==> src/sv/scl_pkg.sv <==
// ============================================================================
// scl_pkg: shared types and functions of the sensor command line parser
// Holds the item structs, the result kinds, the per-line parse state and the
// byte-level token functions used by the parser and its classifier.
// ============================================================================
package scl_pkg;

    localparam int LINE_CAPACITY_DEF = 64;

    // Keyword candidates: 0 SENSE, 1 FAULT, 2 PRESS, 3 DOOR,
    // 4 the timeout keyword, 5 OPEN, 6 CLOSED.
    localparam int KW_COUNT = 7;
    localparam int KW_BYTES = 14;

    localparam logic [KW_BYTES*8-1:0] KW_STR [KW_COUNT] = '{
        "SENSE", "FAULT", "PRESS", "DOOR", {"SENSOR_", "TIMEOUT"}, "OPEN", "CLOSED"
    };
    localparam logic [3:0] KW_LEN [KW_COUNT] = '{
        4'd5, 4'd5, 4'd5, 4'd4, 4'd14, 4'd4, 4'd6
    };

    // Number flag bit positions.
    localparam int NF_STARTED = 0;
    localparam int NF_NEG     = 1;
    localparam int NF_DIGIT   = 2;
    localparam int NF_BAD     = 3;

    localparam logic [7:0] PRESSURE_MAX = 8'd120;

    typedef enum logic [2:0] {
        KIND_IGNORED      = 3'd0,
        KIND_PRESSURE     = 3'd1,
        KIND_BAD_PRESSURE = 3'd2,
        KIND_DOOR_OPEN    = 3'd3,
        KIND_DOOR_CLOSED  = 3'd4,
        KIND_BAD_DOOR     = 3'd5,
        KIND_TIMEOUT      = 3'd6
    } t_kind;

    typedef struct packed {
        logic [7:0] char_byte;
        logic       has_char;
        logic       line_end;
    } t_in_item;

    typedef struct packed {
        t_kind      kind;
        logic [6:0] pressure;
        logic       door_is_closed;
    } t_out_item;

    // Parse state of one line. Match bits 0..6 are the live candidates of
    // the open token, bits 8..14 record finished keyword matches, and bit 15
    // marks a valid number in the third token.
    typedef struct packed {
        logic [2:0]  token_index;
        logic        in_token;
        logic [15:0] match_flags;
        logic [6:0]  token_position;
        logic [7:0]  number_value;
        logic [3:0]  number_flags;
        logic [7:0]  third_value;
    } t_parse;

    localparam t_parse PARSE_RESET = '{
        token_index:    3'd0,
        in_token:       1'b0,
        match_flags:    16'h007F,
        token_position: 7'd0,
        number_value:   8'd0,
        number_flags:   4'd0,
        third_value:    8'd0
    };

    function automatic logic f_is_white(input logic [7:0] c);
        return (c == 8'h20) || (c >= 8'h09 && c <= 8'h0D);
    endfunction

    // Folds one token byte into the parse state.
    function automatic t_parse f_token_char(input t_parse p, input logic [7:0] c);
        t_parse      q;
        logic [3:0]  ci;
        logic [7:0]  kc;
        logic [11:0] t;
        q = p;
        if (!q.in_token) begin
            q.in_token       = 1'b1;
            q.token_position = 7'd0;
            q.match_flags    = {q.match_flags[15:8], 8'h7F};
            q.number_value   = 8'd0;
            q.number_flags   = 4'd0;
        end
        for (int k = 0; k < KW_COUNT; k++) begin
            ci = KW_LEN[k] - 4'd1 - q.token_position[3:0];
            kc = KW_STR[k][{ci, 3'b000} +: 8];
            if (q.match_flags[k] &&
                !(q.token_position < {3'b000, KW_LEN[k]} && c == kc)) begin
                q.match_flags[k] = 1'b0;
            end
        end
        if (!q.number_flags[NF_BAD]) begin
            if (c >= 8'h30 && c <= 8'h39) begin
                t = {4'd0, q.number_value} * 12'd10 + {4'd0, c - 8'h30};
                q.number_value = (t > 12'd255) ? 8'd255 : t[7:0];
                q.number_flags[NF_STARTED] = 1'b1;
                q.number_flags[NF_DIGIT]   = 1'b1;
            end else if (!q.number_flags[NF_STARTED]) begin
                if (c == 8'h2B || c == 8'h2D) begin
                    q.number_flags[NF_STARTED] = 1'b1;
                    if (c == 8'h2D) begin
                        q.number_flags[NF_NEG] = 1'b1;
                    end
                end else if (!f_is_white(c)) begin
                    q.number_flags[NF_BAD] = 1'b1;
                end
            end else begin
                q.number_flags[NF_BAD] = 1'b1;
            end
        end
        if (q.token_position < 7'd127) begin
            q.token_position = q.token_position + 7'd1;
        end
        return q;
    endfunction

    // Closes the open token, recording keyword and number matches by slot.
    function automatic t_parse f_end_token(input t_parse p);
        t_parse                q;
        logic [KW_COUNT-1:0]   m;
        logic                  num_ok;
        q = p;
        m = '0;
        if (q.in_token) begin
            q.in_token = 1'b0;
            for (int k = 0; k < KW_COUNT; k++) begin
                m[k] = q.match_flags[k] && (q.token_position == {3'b000, KW_LEN[k]});
            end
            num_ok = q.number_flags[NF_DIGIT] && !q.number_flags[NF_BAD] &&
                     (q.number_value <= PRESSURE_MAX) &&
                     (!q.number_flags[NF_NEG] || q.number_value == 8'd0);
            case (q.token_index)
                3'd0: q.match_flags[9:8]   = q.match_flags[9:8] | m[1:0];
                3'd1: q.match_flags[12:10] = q.match_flags[12:10] | m[4:2];
                3'd2: begin
                    q.match_flags[14:13] = q.match_flags[14:13] | m[6:5];
                    q.match_flags[15]    = q.match_flags[15] | num_ok;
                    q.third_value        = q.number_value;
                end
                default: ;
            endcase
            if (q.token_index < 3'd7) begin
                q.token_index = q.token_index + 3'd1;
            end
        end
        return q;
    endfunction

endpackage

==> src/sv/scl_classify.sv <==
// ============================================================================
// scl_classify: closes the last token of a line and names the command
// Takes the captured parse state of a finished line and forms its result.
// ============================================================================
module scl_classify
    import scl_pkg::*;
(
    input  t_parse    i_line,
    output t_out_item o_result
);

    t_parse      fin;
    logic [15:0] fl;
    logic [2:0]  n;

    always_comb begin
        fin = f_end_token(i_line);
        fl  = fin.match_flags;
        n   = fin.token_index;
        o_result.kind           = KIND_IGNORED;
        o_result.pressure       = 7'd0;
        o_result.door_is_closed = 1'b0;
        if (n >= 3'd2 && fl[8] && fl[10]) begin
            if (n == 3'd3 && fl[15]) begin
                o_result.kind     = KIND_PRESSURE;
                o_result.pressure = fin.third_value[6:0];
            end else begin
                o_result.kind = KIND_BAD_PRESSURE;
            end
        end else if (n == 3'd3 && fl[8] && fl[11]) begin
            if (fl[13]) begin
                o_result.kind = KIND_DOOR_OPEN;
            end else if (fl[14]) begin
                o_result.kind           = KIND_DOOR_CLOSED;
                o_result.door_is_closed = 1'b1;
            end else begin
                o_result.kind = KIND_BAD_DOOR;
            end
        end else if (n == 3'd2 && fl[9] && fl[12]) begin
            o_result.kind = KIND_TIMEOUT;
        end
    end

endmodule

==> src/sv/sensor_command_line_parser_unit.sv <==
// ============================================================================
// sensor_command_line_parser_unit: byte-serial sensor command line parser
// Parses one text line per result: pressure, door and fault commands.
// ============================================================================
// Usage: the sender presents one item per cycle on the input channel, each
// carrying one character, a flag saying whether the character is real, and
// a flag marking the last item of the line. Only the last item of a line
// produces a result item on the output channel; all others are absorbed.
// Each accepted character updates small token match, number and position
// registers, so the block takes one item every cycle while not stalled.
// When the last item is accepted, the parse state of the line is captured
// in a line register; the classifier's answer, which closes the final
// token, then loads the output register as soon as that register is free.
// The parse state is cleared in the accepting edge, so the first character
// of the next line may follow at once.
// When the receiver stalls, a held result keeps the output register and a
// second finished line waits in the line register; only when both are full
// does the input stall rise. Reset clears all parse state and empties both
// stages; no result is pending afterwards.
module sensor_command_line_parser_unit
    import scl_pkg::*;
#(
    parameter int LINE_CAPACITY = LINE_CAPACITY_DEF
) (
    input  logic      i_clk,
    input  logic      i_rst_n,
    input  logic      i_in_valid,
    input  t_in_item  i_in_item,
    output logic      o_in_stall,
    output logic      o_out_valid,
    output t_out_item o_out_item,
    input  logic      i_out_stall
);

    localparam int CNT_W = $clog2(LINE_CAPACITY);
    localparam logic [CNT_W-1:0] CNT_LIMIT = CNT_W'(LINE_CAPACITY - 1);

    // Parse state: the running copy and the copy taken after the last
    // non-space byte, which lets trailing white space drop out.
    t_parse           r_live, n_live;
    t_parse           r_snap, n_snap;
    logic [CNT_W-1:0] r_char_count, n_char_count;
    logic             r_pending_space, n_pending_space;
    logic             r_seen_text, n_seen_text;

    // Line register between the parser and the classifier.
    t_parse    r_line;
    logic      r_line_valid;
    t_out_item line_result;

    t_out_item r_out;
    logic      r_out_valid;

    logic   in_accept;
    logic   out_load;
    t_parse line_state;

    // The output register loads whenever it is empty or being emptied.
    assign out_load   = !r_out_valid || !i_out_stall;
    assign o_in_stall = r_line_valid && !out_load;
    assign in_accept  = i_in_valid && !o_in_stall;

    // Per-byte update of the parse state.
    always_comb begin
        n_live          = r_live;
        n_snap          = r_snap;
        n_char_count    = r_char_count;
        n_pending_space = r_pending_space;
        n_seen_text     = r_seen_text;
        if (i_in_item.has_char && r_char_count < CNT_LIMIT) begin
            if (i_in_item.char_byte == 8'h00) begin
                // A zero byte ends the text; the rest of the line is ignored.
                n_char_count = CNT_LIMIT;
            end else begin
                n_char_count = r_char_count + CNT_W'(1);
                if (f_is_white(i_in_item.char_byte)) begin
                    if (r_seen_text) begin
                        n_pending_space = 1'b1;
                        // Only space and tab split tokens; other white space
                        // stays inside the token.
                        if (i_in_item.char_byte == 8'h20 || i_in_item.char_byte == 8'h09) begin
                            n_live = f_end_token(r_live);
                        end else begin
                            n_live = f_token_char(r_live, i_in_item.char_byte);
                        end
                    end
                end else begin
                    n_seen_text     = 1'b1;
                    n_live          = f_token_char(r_live, i_in_item.char_byte);
                    n_snap          = n_live;
                    n_pending_space = 1'b0;
                end
            end
        end
        line_state = n_pending_space ? n_snap : n_live;
    end

    always_ff @(posedge i_clk) begin
        if (!i_rst_n) begin
            r_live          <= PARSE_RESET;
            r_snap          <= PARSE_RESET;
            r_char_count    <= '0;
            r_pending_space <= 1'b0;
            r_seen_text     <= 1'b0;
        end else if (in_accept) begin
            if (i_in_item.line_end) begin
                r_live          <= PARSE_RESET;
                r_snap          <= PARSE_RESET;
                r_char_count    <= '0;
                r_pending_space <= 1'b0;
                r_seen_text     <= 1'b0;
            end else begin
                r_live          <= n_live;
                r_snap          <= n_snap;
                r_char_count    <= n_char_count;
                r_pending_space <= n_pending_space;
                r_seen_text     <= n_seen_text;
            end
        end
    end

    // Line register: filled by a line end, emptied into the output stage.
    always_ff @(posedge i_clk) begin
        if (!i_rst_n) begin
            r_line_valid <= 1'b0;
        end else if (in_accept && i_in_item.line_end) begin
            r_line_valid <= 1'b1;
        end else if (out_load) begin
            r_line_valid <= 1'b0;
        end
    end

    always_ff @(posedge i_clk) begin
        if (in_accept && i_in_item.line_end) begin
            r_line <= line_state;
        end
    end

    scl_classify u_classify (
        .i_line   (r_line),
        .o_result (line_result)
    );

    always_ff @(posedge i_clk) begin
        if (!i_rst_n) begin
            r_out_valid <= 1'b0;
        end else if (out_load) begin
            r_out_valid <= r_line_valid;
        end
    end

    always_ff @(posedge i_clk) begin
        if (out_load && r_line_valid) begin
            r_out <= line_result;
        end
    end

    assign o_out_valid = r_out_valid;
    assign o_out_item  = r_out;

    // The input only stalls when a finished line is waiting behind a held result.
    a_stall_cause : assert property (@(posedge i_clk) disable iff (!i_rst_n)
        o_in_stall |-> (r_line_valid && r_out_valid))
        else $error("input stalled without a waiting line");

    // An accepted line end always leaves a finished line in the line register.
    a_line_captured : assert property (@(posedge i_clk) disable iff (!i_rst_n)
        (in_accept && i_in_item.line_end) |=> r_line_valid)
        else $error("line end not captured");

    // A reported pressure is in range, and only pressure results carry one.
    a_pressure_field : assert property (@(posedge i_clk) disable iff (!i_rst_n)
        o_out_valid |-> ((o_out_item.kind == KIND_PRESSURE)
            ? (o_out_item.pressure <= PRESSURE_MAX[6:0]) : (o_out_item.pressure == 7'd0)))
        else $error("pressure field inconsistent with kind");

    // The door flag is set exactly for a closed-door result.
    a_door_field : assert property (@(posedge i_clk) disable iff (!i_rst_n)
        o_out_valid |-> (o_out_item.door_is_closed == (o_out_item.kind == KIND_DOOR_CLOSED)))
        else $error("door flag inconsistent with kind");

    // The character count never runs past the line capacity.
    a_count_bound : assert property (@(posedge i_clk) disable iff (!i_rst_n)
        r_char_count <= CNT_LIMIT)
        else $error("character count beyond line capacity");

endmodule

==> config.mk <==
export PLATFORM = sky130hd
export DESIGN_NAME = sensor_command_line_parser_unit
export DESIGN_NICKNAME = d
export VERILOG_FILES = /design/src/sv/scl_pkg.sv /design/src/sv/scl_classify.sv /design/src/sv/sensor_command_line_parser_unit.sv
export SDC_FILE = /design/constraint.sdc
export NUM_CORES = 1
export LEC_CHECK = 0
export BUFFER_PORTS_ARGS = -buffer_cell sky130_fd_sc_hd__buf_4
export CORE_ASPECT_RATIO = 1.25
export CORE_MARGIN = 8
export CORE_UTILIZATION = 45
export DETAILED_ROUTE_END_ITERATION = 6
export HOLD_SLACK_MARGIN = 0.03
export PLACE_DENSITY_LB_ADDON = 0.05
export SLEW_MARGIN = 20
export SYNTH_ARGS = -nofsm -noshare
export SYNTH_HDL_FRONTEND = slang
export SYNTH_SLANG_ARGS = --single-unit
==> constraint.sdc <==
create_clock -name i_clk -period 10.4 [get_ports i_clk]
set_input_delay 2.08 -clock i_clk [delete_from_list [all_inputs] [get_ports i_clk]]
set_output_delay 2.08 -clock i_clk [all_outputs]
set_load 0.005 [all_outputs]
==> impl_metrics.env <==
export IMPL_status="finished clean"
export IMPL_dp_slack_ns=4.74
export IMPL_maxClockFrequency_mhz=190
export IMPL_slew_viol_final=0
export IMPL_maxCapViolations=0
export IMPL_numCtsBuffers=17
export IMPL_antennaDiodeCount=0
export IMPL_postCtsSetupBuffers=0
export IMPL_grt_first_pass_wirelength_um=46800
export IMPL_die_h_um=182
export IMPL_synth_top_cell_by_area="dfxtp_1"
export IMPL_hold_path_class="reg -> reg"
export IMPL_worst_slack_ns=5.14
export IMPL_wl_um=28600
export IMPL_r2r_cells=15
export IMPL_arrival_ns=5.42
export IMPL_io_pins=27
export IMPL_worst_slew_pin_slew_ns=1.06
export IMPL_synth_top_family_by_area="compound AO/OA/AOI/OAI gates"
export IMPL_dp_hpwl_um=20200
export IMPL_r2r_end="r_line[18]"
export IMPL_fin_tns_setup_ns=0
export IMPL_synth_xor_area_share=0.0355
export IMPL_avgSynthCellArea_um2=8.33
export IMPL_design_core_area_um2=21500
export IMPL_setup_viol=0
export IMPL_nets=1227
export IMPL_worstSetupStartpointType="input pin"
export IMPL_initial_core_util=0.459
export IMPL_crit_required_ns=10.56
export IMPL_cts_max_level=4
export IMPL_antenna_found_initial=0
export IMPL_cp_cell_sequence="buf_4 > inv_1 > ha_1 > ha_1 > or3_1 > o221a_2 > a311oi_2 > o2111ai_1 > or4_1 > o21ai_0 > o31ai_1"
export IMPL_row_count=60
export IMPL_synth_adder_area_share=0.0603
export IMPL_ctsRootBufferMaster="clkbuf_16"
export IMPL_placed_cell_area_um2=10200
export IMPL_clock_path_buffers=2
export IMPL_power_leakage_nw=3.89
export IMPL_min_period_over_period=0.506
export IMPL_track_usage=0.215
export IMPL_hold_buffers=0
export IMPL_rsz0062_at_grt="false"
export IMPL_synth_simple_area_share=0.231
export IMPL_cts_resized_gates=0
export IMPL_synth_edff_count=55
export IMPL_design_die_area_um2=27000
export IMPL_synth_area_mux_share=0.0194
export IMPL_rrSetupSlack_ns=5.49
export IMPL_criticalPathCategory="in -> reg"
export IMPL_grt_max_degree=86
export IMPL_synthFlopType="dfxtp_1"
export IMPL_grt_pass1_vias=8452
export IMPL_final_area_um2=10800
export IMPL_timing_rr_start="r_live[43]"
export IMPL_clkTransAtPathRegs_ns=0.07
export IMPL_hp_start="r_snap[19]"
export IMPL_clk_latency_ns=0.42
export IMPL_whs_ns=0.459
export IMPL_max_stage_delay_ns=0.66
export IMPL_num_vias=8762
export IMPL_cp_slowest_cell="or4_1"
export IMPL_tritoncts="done"
export IMPL_ant_nets=0
export IMPL_synth_warnings=0
export IMPL_finalCriticalPeriod_ns=5.26
export IMPL_fin_util=0.499
export IMPL_yosysSeqAreaShare=0.368
export IMPL_ys_ff_latch=154
export IMPL_synthTopCellsByArea="dfxtp_1, edfxtp_1, ha_1, nand2_1, a21oi_1"
export IMPL_routabilityCongestion=0.872
export IMPL_drc=0
export IMPL_syn_to_final_growth_pct=8.86
export IMPL_netlist_instances=1187
export IMPL_max_slew_margin=0.272
export IMPL_cp_common_cell="ha_1"
export IMPL_synth_compound_area_frac=0.240
export IMPL_first_iter_violations=699
export IMPL_grt_overflow=0
export IMPL_io_buffers=26
export IMPL_layout_drive_gt1_share=0.0806
export IMPL_critPathMaxFanout=14
export IMPL_min_to="r_snap[19]"
export IMPL_synthesis_nets=1248
export IMPL_firstDrtPassIters=5
export IMPL_power_per_cell_area_nw_per_um2=127
export IMPL_chipWidth_um=149
export IMPL_netlist_area_um2=9880
export IMPL_vias_per_cell=6.01
export IMPL_synthArstFlopShare=0
export IMPL_avgRoutedWirePerCell_um=19.6
export IMPL_ys_types=83
export IMPL_fin_skew_ns=0.0101
export IMPL_clock_sinks=154
export IMPL_netlist_area_leader_share=0.201
export IMPL_cp_end_kind="flop"
export IMPL_min_path_cells=2
export IMPL_hold_viol=0
export IMPL_peakVddDrop_uv=111
report_power, final:
group	switching (mW)	leakage [nW]	internal (mW)
Sequential	0.0104	1.34	0.637
Combinational	0.0866	2.29	0.0392
Clock	0.276	0.261	0.315
Total	0.373	3.89	0.991
placed cells by master, fill, tap and decap left out, drive strengths merged, types with 16 or more instances in the layout:
cell / n
and2: 16
edfxtp: 55
nor2b: 51
inv: 43
a22oi: 38
xnor2: 29
o21ai: 79
a31oi: 20
ha: 46
o31ai: 16
mux2i: 18
nor3: 29
a21oi: 74
buf: 38
clkbuf: 18
dfxtp: 99
nor2: 89
a21boi: 17
nand2: 151
nand3: 58
critical path, delay by kind of cell:
family / cells / cell delay (ns)
AO/OA/AOI/OAI: 5 / 1.33
adder cells (fa/ha/maj): 2 / 0.57
AND/OR/NAND/NOR: 2 / 1.08
buffers and inverters: 2 / 0.35
cells in the mapped netlist (5+ instances only):
| cell | number |
|---|---|
| nand2_1 | 151 |
| dfxtp_1 | 99 |
| nor2_1 | 85 |
| a21oi_1 | 73 |
| o21ai_0 | 67 |
| nand3_1 | 58 |
| edfxtp_1 | 55 |
| nor2b_1 | 51 |
| clkbuf_1 | 48 |
| ha_1 | 46 |
| a22oi_1 | 38 |
| inv_1 | 32 |
| xnor2_1 | 29 |
| nor3_1 | 28 |
| buf_2 | 20 |
| a31oi_1 | 19 |
| mux2i_1 | 18 |
| a21boi_0 | 17 |
| o31ai_1 | 16 |
| and3_1 | 15 |
| o21a_1 | 15 |
| and2_1 | 14 |
| o211ai_1 | 14 |
| nor4_1 | 13 |
| o21ai_1 | 12 |
| xor2_1 | 11 |
| nand2b_1 | 8 |
| a21o_1 | 7 |
| nand4_1 | 7 |
| buf_1 | 6 |
| nor3b_1 | 6 |
| a211oi_1 | 5 |
| nor4b_1 | 5 |
| o22ai_1 | 5 |
per-layer routing:
layer  GRT usage  vias up  wire, µm  share of wire
met4      0.0695        0       578          0.020
met2       0.350      235     13400           0.47
met1       0.286     4191     13400           0.47
met3      0.0318       37      1190          0.042
li1            -     4299         -              -
met5           0        -         0              0
cell type report:
cell class              count  area, µm²
well taps                 279        349
clock inverters            14        125
clock buffers              18        429
fillers                  2138      10800
inverters                  34        128
multi-input cells         921       5810
repair buffers             38        285
flip-flops and latches    154       3630
per-stage QoR:
stage          cells  total power [mW]
3_3_place_gp    1426             0.785
6_report        1458              1.36
4_1_cts         1458              1.37
3_5_place_dp    1426             0.786
5_1_grt         1458              1.41
2_1_floorplan   1187             0.741
registers in the layout, summed over array words and instances, names as in the netlist:
name / flops
r_live: 45
r_line: 44
r_snap: 44
o_out_item: 11
r_char_count: 6
o_out_valid: 1
r_line_valid: 1
r_pending_space: 1
r_seen_text: 1
logic make-up after synthesis:
kind of cell    after synthesis
simple gates                466
compound gates              349
flops                       154
buf+inv                     112
fa+ha+maj                    47
xor+xnor                     40
mux                          19
worst max path at each step:
stage / start / to / slack (ns) / cells after the start
floorplan: i_in_item[6] / r_line[17] / 5.17 / 12
global placement: i_in_item[6] / r_line[18] / 4.83 / 11
detailed placement: i_in_item[6] / r_line[18] / 4.74 / 11
CTS: i_in_item[6] / r_line[18] / 5.20 / 11
global route: i_in_item[6] / r_line[18] / 4.94 / 11
finish: i_in_item[6] / r_line[18] / 5.14 / 11
No activity file was read; power rests on OpenSTA's default activity.
